$ cat src/cps_pkg.sv
// Shared types, constants and codes for the companion power supervisor.
`timescale 1ns / 1ps

package cps_pkg;

   // Width of the wrapping millisecond time base and of all timestamps.
   localparam int TIME_W = 32;
   // Width of each configuration register.
   localparam int CFG_W = 32;
   // Width used when comparing an elapsed time against a register.
   localparam int CMP_W = (TIME_W > CFG_W) ? TIME_W : CFG_W;
   localparam int BEACON_W = 32;

   localparam int FUNC_W = 2;
   localparam int CSR_ADDR_W = 3;
   localparam int REQ_DATA_W = 8;
   localparam int RSP_DATA_W = 40;

   typedef enum logic [FUNC_W-1:0] {
      FUNC_TICK  = 2'd0,
      FUNC_ON    = 2'd1,
      FUNC_OFF   = 2'd2,
      FUNC_SPARE = 2'd3
   } func_type;

   typedef enum logic [CSR_ADDR_W-1:0] {
      REG_BEACON_PERIOD     = 3'd0,
      REG_SHUTDOWN_TIMEOUT  = 3'd1,
      REG_OFF_CONFIRM_DELAY = 3'd2,
      REG_GLITCH_WINDOW     = 3'd3,
      REG_RESTART_DELAY     = 3'd4
   } csr_addr_type;

   localparam logic [CFG_W-1:0] BEACON_PERIOD_RST     = 32'd5000;
   localparam logic [CFG_W-1:0] SHUTDOWN_TIMEOUT_RST  = 32'd20000;
   localparam logic [CFG_W-1:0] OFF_CONFIRM_DELAY_RST = 32'd2000;
   localparam logic [CFG_W-1:0] GLITCH_WINDOW_RST     = 32'd4000;
   localparam logic [CFG_W-1:0] RESTART_DELAY_RST     = 32'd1800000;

   typedef struct packed {
      logic [CFG_W-1:0] beacon_period;
      logic [CFG_W-1:0] shutdown_timeout;
      logic [CFG_W-1:0] off_confirm_delay;
      logic [CFG_W-1:0] glitch_window;
      logic [CFG_W-1:0] restart_delay;
   } cfg_type;

   typedef struct packed {
      logic                power_lost;
      logic [BEACON_W-1:0] beacon_number;
      logic                beacon_fire;
      logic                shutdown_request;
      logic                power_enable;
   } result_type;

endpackage

$ cat src/cps_csr.sv
// Configuration register file of the companion power supervisor.
`timescale 1ns / 1ps

module cps_csr (
   input  logic                         clock,
   input  logic                         reset,
   input  logic                         csr_we,
   input  logic [cps_pkg::CSR_ADDR_W-1:0] csr_addr,
   input  logic [cps_pkg::CFG_W-1:0]    csr_wdata,
   output cps_pkg::cfg_type             cfg
);
   import cps_pkg::*;

   cfg_type cfg_ff, cfg_in;

   always_comb begin
      cfg_in = cfg_ff;
      if (csr_we) begin
         unique case (csr_addr)
            REG_BEACON_PERIOD:     cfg_in.beacon_period     = csr_wdata;
            REG_SHUTDOWN_TIMEOUT:  cfg_in.shutdown_timeout  = csr_wdata;
            REG_OFF_CONFIRM_DELAY: cfg_in.off_confirm_delay = csr_wdata;
            REG_GLITCH_WINDOW:     cfg_in.glitch_window     = csr_wdata;
            REG_RESTART_DELAY:     cfg_in.restart_delay     = csr_wdata;
            default:               cfg_in = cfg_ff;
         endcase
      end
   end

   always_ff @(posedge clock) begin
      if (reset) begin
         cfg_ff.beacon_period     <= BEACON_PERIOD_RST;
         cfg_ff.shutdown_timeout  <= SHUTDOWN_TIMEOUT_RST;
         cfg_ff.off_confirm_delay <= OFF_CONFIRM_DELAY_RST;
         cfg_ff.glitch_window     <= GLITCH_WINDOW_RST;
         cfg_ff.restart_delay     <= RESTART_DELAY_RST;
      end else begin
         cfg_ff <= cfg_in;
      end
   end

   assign cfg = cfg_ff;

endmodule

$ cat src/cps_core.sv
// Supervisor state registers and the per-tick update logic.
`timescale 1ns / 1ps

module cps_core (
   input  logic                         clock,
   input  logic                         reset,
   input  logic                         step,
   input  logic [cps_pkg::FUNC_W-1:0]   func,
   input  logic                         alive,
   input  cps_pkg::cfg_type             cfg,
   output cps_pkg::result_type          result
);
   import cps_pkg::*;

   logic [TIME_W-1:0]   time_ff, time_in;
   logic                powered_ff, powered_in;
   logic                pending_ff, pending_in;
   logic                dropped_ff, dropped_in;
   logic [TIME_W-1:0]   drop_stamp_ff, drop_stamp_in;
   logic [TIME_W-1:0]   shutdown_stamp_ff, shutdown_stamp_in;
   logic [TIME_W-1:0]   confirm_stamp_ff, confirm_stamp_in;
   logic                confirm_armed_ff, confirm_armed_in;
   logic                booting_ff, booting_in;
   logic [TIME_W-1:0]   beacon_stamp_ff, beacon_stamp_in;
   logic [BEACON_W-1:0] beacon_count_ff, beacon_count_in;

   // Elapsed time since a stamp, widened for comparison with a register.
   function automatic logic [CMP_W-1:0] since(input logic [TIME_W-1:0] now_t,
                                             input logic [TIME_W-1:0] stamp);
      logic [TIME_W-1:0] diff;
      diff = now_t - stamp;
      return CMP_W'(diff);
   endfunction

   always_comb begin
      logic [TIME_W-1:0] now_t;
      logic              fire;
      now_t = time_ff + TIME_W'(1);

      time_in           = now_t;
      powered_in        = powered_ff;
      pending_in        = pending_ff;
      dropped_in        = dropped_ff;
      drop_stamp_in     = drop_stamp_ff;
      shutdown_stamp_in = shutdown_stamp_ff;
      confirm_stamp_in  = confirm_stamp_ff;
      confirm_armed_in  = confirm_armed_ff;
      booting_in        = booting_ff & ~alive;
      beacon_stamp_in   = beacon_stamp_ff;
      beacon_count_in   = beacon_count_ff;
      fire              = 1'b0;

      // Shutdown in progress: wait for a confirmed low alive or the timeout.
      if (pending_in) begin
         if (!alive) begin
            if (!confirm_armed_in) begin
               confirm_armed_in = 1'b1;
               confirm_stamp_in = now_t;
            end
            if (since(now_t, confirm_stamp_in) >= CMP_W'(cfg.off_confirm_delay)) begin
               confirm_armed_in = 1'b0;
               powered_in       = 1'b0;
               pending_in       = 1'b0;
               dropped_in       = 1'b1;
               drop_stamp_in    = now_t;
            end
         end else if (since(now_t, shutdown_stamp_in) > CMP_W'(cfg.shutdown_timeout)) begin
            powered_in    = 1'b0;
            pending_in    = 1'b0;
            dropped_in    = 1'b1;
            drop_stamp_in = now_t;
         end
      end

      // Unexpected loss of the alive pin drops power.
      if (!pending_in && powered_in && !alive) begin
         dropped_in    = 1'b1;
         drop_stamp_in = now_t;
         powered_in    = 1'b0;
      end

      // A short glitch on alive restores power.
      if (dropped_in && alive &&
          since(now_t, drop_stamp_in) < CMP_W'(cfg.glitch_window)) begin
         powered_in = 1'b1;
         pending_in = 1'b0;
         dropped_in = 1'b0;
      end

      // Automatic restart after the long delay.
      if (!powered_in && dropped_in &&
          since(now_t, drop_stamp_in) >= CMP_W'(cfg.restart_delay)) begin
         powered_in = 1'b1;
         pending_in = 1'b0;
         dropped_in = 1'b0;
      end

      case (func_type'(func))
         FUNC_ON: begin
            if (!powered_in) begin
               powered_in = 1'b1;
               pending_in = 1'b0;
               dropped_in = 1'b0;
            end
         end
         FUNC_OFF: begin
            if (powered_in && !pending_in) begin
               pending_in        = 1'b1;
               shutdown_stamp_in = now_t;
            end
         end
         default: ;
      endcase

      if (!booting_in && since(now_t, beacon_stamp_in) >= CMP_W'(cfg.beacon_period)) begin
         fire            = 1'b1;
         beacon_count_in = beacon_count_ff + BEACON_W'(1);
         beacon_stamp_in = now_t;
      end

      result.power_enable     = powered_in;
      result.shutdown_request = pending_in;
      result.beacon_fire      = fire;
      result.beacon_number    = fire ? beacon_count_ff : '0;
      result.power_lost       = dropped_in;
   end

   always_ff @(posedge clock) begin
      if (reset) begin
         time_ff           <= '0;
         powered_ff        <= 1'b1;
         pending_ff        <= 1'b0;
         dropped_ff        <= 1'b0;
         drop_stamp_ff     <= '0;
         shutdown_stamp_ff <= '0;
         confirm_stamp_ff  <= '0;
         confirm_armed_ff  <= 1'b0;
         booting_ff        <= 1'b1;
         beacon_stamp_ff   <= '0;
         beacon_count_ff   <= '0;
      end else if (step) begin
         time_ff           <= time_in;
         powered_ff        <= powered_in;
         pending_ff        <= pending_in;
         dropped_ff        <= dropped_in;
         drop_stamp_ff     <= drop_stamp_in;
         shutdown_stamp_ff <= shutdown_stamp_in;
         confirm_stamp_ff  <= confirm_stamp_in;
         confirm_armed_ff  <= confirm_armed_in;
         booting_ff        <= booting_in;
         beacon_stamp_ff   <= beacon_stamp_in;
         beacon_count_ff   <= beacon_count_in;
      end
   end

endmodule

$ cat src/companion_power_supervisor.sv
// Top level of the companion power supervisor: stream ports and pipeline registers.
// A tick passes through the input register and then the result register; the
// tick update itself is combinational logic between the two.
// Throughput: one tick per cycle, limited only by result back-pressure.
// Reset (synchronous, active high) empties both stages, loads the register
// defaults and returns the supervisor to powered, booting, time zero.
`timescale 1ns / 1ps

module companion_power_supervisor (
   input  logic                             clock,
   input  logic                             reset,
   // Tick input channel.
   input  logic                             req_tvalid,
   output logic                             req_tready,
   input  logic [cps_pkg::REQ_DATA_W-1:0]   req_tdata,  // [0] alive, rest zero
   input  logic [cps_pkg::FUNC_W-1:0]       req_tuser,  // [1:0] func
   // Result channel.
   output logic                             rsp_tvalid,
   input  logic                             rsp_tready,
   // [0] power_enable, [1] shutdown_request, [2] beacon_fire,
   // [34:3] beacon_number, [35] power_lost, rest zero
   output logic [cps_pkg::RSP_DATA_W-1:0]   rsp_tdata,
   // Configuration write port.
   input  logic                             csr_we,
   input  logic [cps_pkg::CSR_ADDR_W-1:0]   csr_addr,
   input  logic [cps_pkg::CFG_W-1:0]        csr_wdata
);
   import cps_pkg::*;

   localparam int RESULT_W = $bits(result_type);

   cfg_type    cfg;
   result_type result;

   // Input register stage.
   logic              in_valid_ff, in_valid_in;
   logic [FUNC_W-1:0] in_func_ff;
   logic              in_alive_ff;

   // Result register stage.
   logic              rsp_valid_ff, rsp_valid_in;
   result_type        rsp_data_ff;

   logic advance;
   logic step;

   // The result register can take a new value when it is empty or its
   // current value is being transferred out this cycle.
   assign advance    = !rsp_valid_ff || rsp_tready;
   // The input register accepts when it is empty or moving forward.
   assign req_tready = !in_valid_ff || advance;
   // The core processes the held tick exactly when it moves to the result.
   assign step       = in_valid_ff && advance;

   assign in_valid_in  = req_tready ? req_tvalid : in_valid_ff;
   assign rsp_valid_in = advance ? in_valid_ff : rsp_valid_ff;

   always_ff @(posedge clock) begin
      if (reset) begin
         in_valid_ff  <= 1'b0;
         rsp_valid_ff <= 1'b0;
      end else begin
         in_valid_ff  <= in_valid_in;
         rsp_valid_ff <= rsp_valid_in;
      end
   end

   always_ff @(posedge clock) begin
      if (req_tready && req_tvalid) begin
         in_func_ff  <= req_tuser;
         in_alive_ff <= req_tdata[0];
      end
      if (step) begin
         rsp_data_ff <= result;
      end
   end

   cps_csr u_csr (
      .clock     (clock),
      .reset     (reset),
      .csr_we    (csr_we),
      .csr_addr  (csr_addr),
      .csr_wdata (csr_wdata),
      .cfg       (cfg)
   );

   cps_core u_core (
      .clock  (clock),
      .reset  (reset),
      .step   (step),
      .func   (in_func_ff),
      .alive  (in_alive_ff),
      .cfg    (cfg),
      .result (result)
   );

   assign rsp_tvalid = rsp_valid_ff;
   // The packed struct already orders its fields from power_enable upward.
   assign rsp_tdata  = {{(RSP_DATA_W - RESULT_W){1'b0}}, rsp_data_ff};

endmodule

$ cat config.mk
export PLATFORM = sky130hd
export DESIGN_NAME = companion_power_supervisor
export DESIGN_NICKNAME = d
export VERILOG_FILES = /design/src/cps_pkg.sv /design/src/cps_csr.sv /design/src/cps_core.sv /design/src/companion_power_supervisor.sv
export SDC_FILE = /design/constraint.sdc
export NUM_CORES = 1
export LEC_CHECK = 0
export ABC_CLOCK_PERIOD_IN_PS = 34600
export BUFFER_PORTS_ARGS = -buffer_cell sky130_fd_sc_hd__clkbuf_2
export CORE_UTILIZATION = 58
export DETAILED_ROUTE_END_ITERATION = 10
export PLACE_DENSITY = 0.83
export SYNTH_ARGS = -nofsm -noshare
export SYNTH_HDL_FRONTEND = slang
export SYNTH_SLANG_ARGS = --single-unit
$ cat constraint.sdc
create_clock -name clock -period 34.6 [get_ports clock]
set_input_delay 1.73 -clock clock [delete_from_list [all_inputs] [get_ports clock]]
set_output_delay 1.73 -clock clock [all_outputs]
set_load 0.1 [all_outputs]
* Word-level counts from Yosys, hierarchy flattened *
Index checks and enable logic that the tools add are counted.

word-level totals
  bits in registers = 398
  input port bits = 50
  output and inout bits = 42

cells by class
  add/subtract/negate cells = 6
  mux-type cells = 35
  reductions and logical operators = 28
  $lt $le $gt $ge = 5
  bitwise gates (word level) = 2
  equality and inequality tests = 6

operators by type and width
  cell                                                  number
  two-way mux 32 bit                                    8
  subtractor 32 bit                                     4
  greater-or-equal comparator 32 bit                    3
  adder 32 x 1 -> 32 bit (second input constant)        2
  > comparator 32 bit                                   1
  less-than comparator 32 bit                           1
  two-way mux 1 bit                                     26
  AND reduction 2 bit                                   6
  logical AND 1 bit                                     10
  zero test 1 bit                                       7
  equality test 3 x 2 -> 1 bit (second input constant)  2
  AND reduction 3 bit                                   2
  equality test 3 x 1 -> 1 bit (second input constant)  1
  equality test 3 bit (second input constant)           1
  zero test 3 bit                                       1
  equality test 2 x 1 -> 1 bit (second input constant)  1
  equality test 2 bit (second input constant)           1
  logical OR 1 bit                                      2
  one-hot mux 1 bit (2 select lines)                    1
  AND 1 bit                                             1
  inverter 1 bit                                        1

* Depth between registers and ports, before layout *
  depth in word-level cells = 25
  depth in mapped cells = 72

* By module *
From an unflattened synthesis, not the netlist that was laid out.

second synthesis, totals
  cells, all modules = 3283
  area, all modules = 27890.5 um^2

modules (own cells, without submodules)
  module                      sequential area each (um^2)  times used  cells each  area an instance (um^2)
  cps_core                    3943.8                       1           2654        20298.2
  cps_csr                     3203.1                       1           575         6283.5
  companion_power_supervisor  1211.2                       1           54          1308.8

* Worst setup path after synthesis *
No wires, ideal clock.

  path kind = flip-flop to flip-flop
  from = register u_core.confirm_armed_ff
  to = register u_core.shutdown_stamp_ff[15]
  arrival = 12.367 ns
  buffers on the path = 9
  slack = 22.148 ns
  data required time = 34.514 ns
  library setup time = 0.086 ns
  stages on the path, launching flop included = 67
  cell sequence = dfxtp_1 buf_1 buf_2 buf_1 clkbuf_1 mux2i_1 ha_1 o21a_1 o21ai_0 a21oi_1 o31ai_1 a22oi_2 or2_1 a211oi_2 a21o_1 a22oi_2 o31ai_2 o22ai_1 [... 31 more ...] ha_1 a21o_1 a21o_1 a21o_1 a21o_1 a21oi_1 nor2b_1 o21ai_0 nand2b_1 a221oi_1 o21ai_1 a221oi_2 or3_1 clkbuf_1 buf_4 buf_4 nor2_1 a211oi_1

on the way
  cells in the longest elaborated chain, start to end = 23
  elaborated cells between the ends (all ways) = 39
  classes of those cells = 2 x add/sub; 3 x order compare; 23 x mux; 11 x reduce/logical

ends and longest elaborated chain
  item                                  RTL line         text
  start: declaration                    cps_core.sv:22   logic confirm_armed_ff, confirm_armed_in;
  start signal: assignment              cps_core.sv:149  confirm_armed_ff <= confirm_armed_in;
  two-way mux 32 bit *                  cps_core.sv:56   if (!confirm_armed_in) begin
  two-way mux 32 bit *                  cps_core.sv:55   if (!alive) begin
  two-way mux 32 bit *                  cps_core.sv:54   if (pending_in) begin
  subtractor 32 bit *                   cps_core.sv:31   diff = now_t - stamp;
  greater-or-equal comparator 32 bit *  cps_core.sv:60   if (since(now_t, confirm_stamp_in) >= CMP_W'(cfg.off_confirm_delay)) begin
  two-way mux 1 bit                     cps_core.sv:60
  two-way mux 1 bit                     cps_core.sv:55
  two-way mux 1 bit                     cps_core.sv:54
  [... 6 more ...]                      -
  logical AND 1 bit                     cps_core.sv:83   if (dropped_in && alive &&
  two-way mux 1 bit                     cps_core.sv:83
  zero test 1 bit                       cps_core.sv:91   if (!powered_in && dropped_in &&
  logical AND 1 bit (2 in a row)        cps_core.sv:91
  two-way mux 1 bit                     cps_core.sv:91
  zero test 1 bit                       cps_core.sv:107  if (powered_in && !pending_in) begin
  logical AND 1 bit *                   cps_core.sv:107
  AND reduction 3 bit (no line) *       -
  end signal: assignment                cps_core.sv:147  shutdown_stamp_ff <= shutdown_stamp_in;
  end: declaration                      cps_core.sv:20   logic [TIME_W-1:0] shutdown_stamp_ff, shutdown_stamp_in;

Mark *: on every way between the ends. The rest lies on a longest branch, timed or not. The select of a mux whose other input is x is not followed.
A chain may end at the register's enable or synchronous reset.

* Worst setup path in the final report *
  from = register u_core.time_ff[0]
  to = register u_core.shutdown_stamp_ff[31]

on the way
  cells in the longest elaborated chain, start to end = 24
  elaborated cells between the ends (all ways) = 46
  classes of those cells = 4 x add/sub; 4 x order compare; 27 x mux; 11 x reduce/logical

ends and longest elaborated chain
  item                                RTL line         text
  start: declaration                  cps_core.sv:15   logic [TIME_W-1:0] time_ff, time_in;
  start signal: assignment            cps_core.sv:142  time_ff <= time_in;
  adder 32 x 1 -> 32 bit *            cps_core.sv:38   now_t = time_ff + TIME_W'(1);
  via u_core.time_in[6]               cps_core.sv:15
  two-way mux 32 bit                  cps_core.sv:56
  two-way mux 32 bit                  cps_core.sv:55
  two-way mux 32 bit                  cps_core.sv:54
  subtractor 32 bit                   cps_core.sv:31
  greater-or-equal comparator 32 bit  cps_core.sv:60
  two-way mux 1 bit                   cps_core.sv:60
  [... 8 more ...]                    -
  logical AND 1 bit                   cps_core.sv:83
  two-way mux 1 bit                   cps_core.sv:83
  zero test 1 bit                     cps_core.sv:91
  logical AND 1 bit (2 in a row)      cps_core.sv:91
  two-way mux 1 bit                   cps_core.sv:91
  zero test 1 bit                     cps_core.sv:107
  logical AND 1 bit *                 cps_core.sv:107
  AND reduction 3 bit (no line) *     -

The timed path passes the listed nets; every way through them passes the cells marked *. The select of a mux whose other input is x is not followed.

==> qor.yml <==
fmax_mhz: 66.0
layoutNonFillerInstCount: 3912
synthArstFlopShare_pct: 0
required_ns: 35.03
htreeDepth: 2
yosys_most_used_dff: "dfxtp_1"
drive_gt1_share_pct: 7.57
die_x_um: 213
dp_hpwl_mm: 43.2
num_antenna_cells: 0
cts_resized: 0
area_growth_pct: 9.53
period_minus_slack_ns: 15.15
post-cts-setup-buffers: 0
ir_worst_vdd_uv: 42.8
grt_usage_pct: 26.8
cts-root-buf: "clkbuf_16"
drt_first_iter_violations: 1498
die-area_mm2: 0.0453
die_h_um: 213
fillers: 3681
dp_cells: 3830
path_clk_slew_ns: 0.06
finalHoldViolations: 0
holdBufCountCts: 0
cap_viol_max_count: 0
antenna_found_initial: 0
rows: 76
netlist_instances: 3271
leakagePower_nw: 11.7
outcome: "completed"
critPathKind: "reg -> reg"
yosysWarnings: 0
cp.arrival_ns: 15.57
grt_overflow_total: 0
min_period_over_period_pct: 43.8
skew_ns: 0.0130
post-place-ws_ns: 19.92
grt_max_degree: 177
nNetsFinal: 3606
ys_types: 99
slowest_stage: "or3_2"
yosysSeqAreaShare_pct: 32.4
cpPeakStageDelay_ns: 0.89
end_kind: "register"
setup_viol: 0
synth_seq_cells: 398
clk-insertion-delay-late_ns: 0.59
crit_buf_inv: 2
worst-path-max-fanout: 57
r2r_slack_ns: 19.45
tns_ns: 0
hp-class: "reg -> reg"
tightest_slew_ns: 1.25
grt_pass1_wl_mm: 99.2
ant_nets: 0
gp_congestion: 0.922
drcViolationCount: 0
syn_area_mm2: 0.0258
cp-start-kind: "register"
start_util_pct: 59.3
clock-sinks: 398
setup_ws_ns: 19.45
synth_edf_count: 39
vias_per_cell: 5.64
cts_tree: "yes"
cts_buffers: 44
clock_path_buffers: 3
io_buffers: 80
slew_headroom_pct: 16.9
grt_pass1_vias: 20300
rsz0062_at_grt: "false"
wl_per_cell_um: 15.4
p_per_area_mw_per_mm2: 49.2
maxSlewViolCount: 0
synth.avg_cell_area_um2: 7.88
firstDrtPassIters: 5
pin_count: 92
wirelength_mm: 60.3
crit_family: "compound AO/OA/AOI/OAI gates"
core_area_mm2: 0.0435
routed-via-count: 22100
-- cells in the final DEF (no fill, tap or decap), types with 6 or more instances in the layout --
| cell type | n |
|---|---|
| o21bai_1 | 11 |
| bufinv_16 | 8 |
| nor4_1 | 7 |
| and3_1 | 17 |
| and2_1 | 46 |
| o21ai_0 | 99 |
| nor2b_1 | 40 |
| ha_1 | 261 |
| a21oi_1 | 315 |
| inv_1 | 268 |
| nor3_1 | 48 |
| edfxtp_1 | 39 |
| and4_1 | 9 |
| a211o_1 | 14 |
| nand2b_1 | 25 |
| nand3_1 | 39 |
| a211oi_1 | 78 |
| o22ai_1 | 6 |
| buf_4 | 43 |
| o21ai_1 | 15 |
| clkbuf_2 | 79 |
| o21a_1 | 24 |
| o31ai_1 | 8 |
| a21o_1 | 75 |
| o211ai_1 | 8 |
| a21boi_0 | 15 |
| a31oi_1 | 17 |
| mux2i_1 | 47 |
| nand4_1 | 46 |
| or3_1 | 22 |
| clkbuf_16 | 44 |
| nand3b_1 | 27 |
| dfxtp_1 | 358 |
| clkbuf_8 | 8 |
| xnor2_1 | 136 |
| nor2_1 | 361 |
| maj3_1 | 9 |
| xor2_1 | 62 |
| nand2_1 | 459 |
-- power breakdown --
group,internal [mW],switching (mW)
logic,0.161,0.225
clock network,0.313,0.204
registers,0.479,0.00729
total,0.952,0.436
-- layer usage --
layer / up-vias / GRT usage (%) / routed length, um
met3: 137 / 3.29 / 2730
met2: 550 / 46.5 / 28600
met1: 10200 / 33.5 / 26800
met5: - / 0 / 0
met4: 0 / 10.7 / 2210
li1: 11200 / - / -
-- tightest hold or removal path: cells and delay by family, from the launching register on --
family	cells	cell delay, ns
AO/OA/AOI/OAI	1	0.05
flip-flops	1	0.31
AND/OR/NAND/NOR	1	0.05
-- per-stage QoR --
| stage | power [mW] | hold WS (ns) | instance area (um^2) | util [%] |
|---|---|---|---|---|
| final | 1.39 | 0.453 | 28200 | 65.0 |
| after global routing | 1.46 | 0.467 | 28200 | 65.0 |
| after CTS | 1.39 | 0.455 | 28200 | 65.0 |
| after detailed placement | 0.872 | 0.432 | 26600 | 61.3 |
| after global placement | 0.859 | 0.426 | 26600 | 61.3 |
| after floorplan | 0.791 | 0.419 | 25800 | - |
-- area by class of cell --
class / instances / area [um^2] / area share (%)
Clock inverter: 26 / 380 / 1.35
Tap cell: 585 / 732 / 2.59
Clock buffer: 56 / 1230 / 4.34
Timing Repair Buffer: 123 / 733 / 2.60
Multi-Input combinational cell: 2449 / 15800 / 55.8
Inverter: 275 / 1040 / 3.67
Sequential cell: 398 / 8360 / 29.6
-- registers in the layout, indices dropped and copies added, names as in the netlist, 2 cells and up --
name and count:
u_csr.cfg 160, rsp_tdata 36, u_core.beacon_count_ff 32, u_core.beacon_stamp_ff 32, u_core.confirm_stamp_ff 32, u_core.drop_stamp_ff 32
u_core.shutdown_stamp_ff 32, u_core.time_ff 32, in_func_ff 2
-- kinds of logic (layout without fill, tap and decap cells) --
family	count (synthesis)	in the layout	synth area share, %
buffers and inverters	427	480	6.51
DFF	398	398	32.4
AOI/OAI and AO/OA	748	748	18.3
and+or+nand+nor	1171	1171	20.5
adders and majority gates	276	276	13.4
xor gates and xnor gates	202	202	6.98
muxes	48	48	1.87
other	1	4	0.0145
-- final timing paths --
kind	end	depth (start not counted)	from
worst max-delay path	u_core.shutdown_stamp_ff[31]$_SDFFE_PP0P_	58	u_core.time_ff[0]$_SDFFE_PP0P_
worst min-delay path	u_csr.cfg[129]$_SDFFE_PP0P_	2	u_csr.cfg[129]$_SDFFE_PP0P_
worst max register to register	u_core.shutdown_stamp_ff[31]$_SDFFE_PP0P_	58	u_core.time_ff[0]$_SDFFE_PP0P_
worst min register to register	u_csr.cfg[129]$_SDFFE_PP0P_	2	u_csr.cfg[129]$_SDFFE_PP0P_
-- cell usage after synthesis, drive strengths merged, types with 27 or more instances --
cell type	count	share of area (%)
nand2	460	6.7
nor2	363	5.3
dfxtp	359	28
a21oi	316	6.1
inv	273	4.0
ha	261	13
xnor2	138	4.7
clkbuf	118	1.7
o21ai	115	2.2
a211oi	80	2.4
a21o	75	2.2
xor2	64	2.2
nor3	50	1.0
and2	47	1.2
mux2i	47	1.8
nand4	47	1.2
nand3	41	0.86
nor2b	40	0.97
edfxtp	39	4.5
buf	34	0.77
nand3b	27	0.79
No activity file was read; power rests on OpenSTA's default activity.
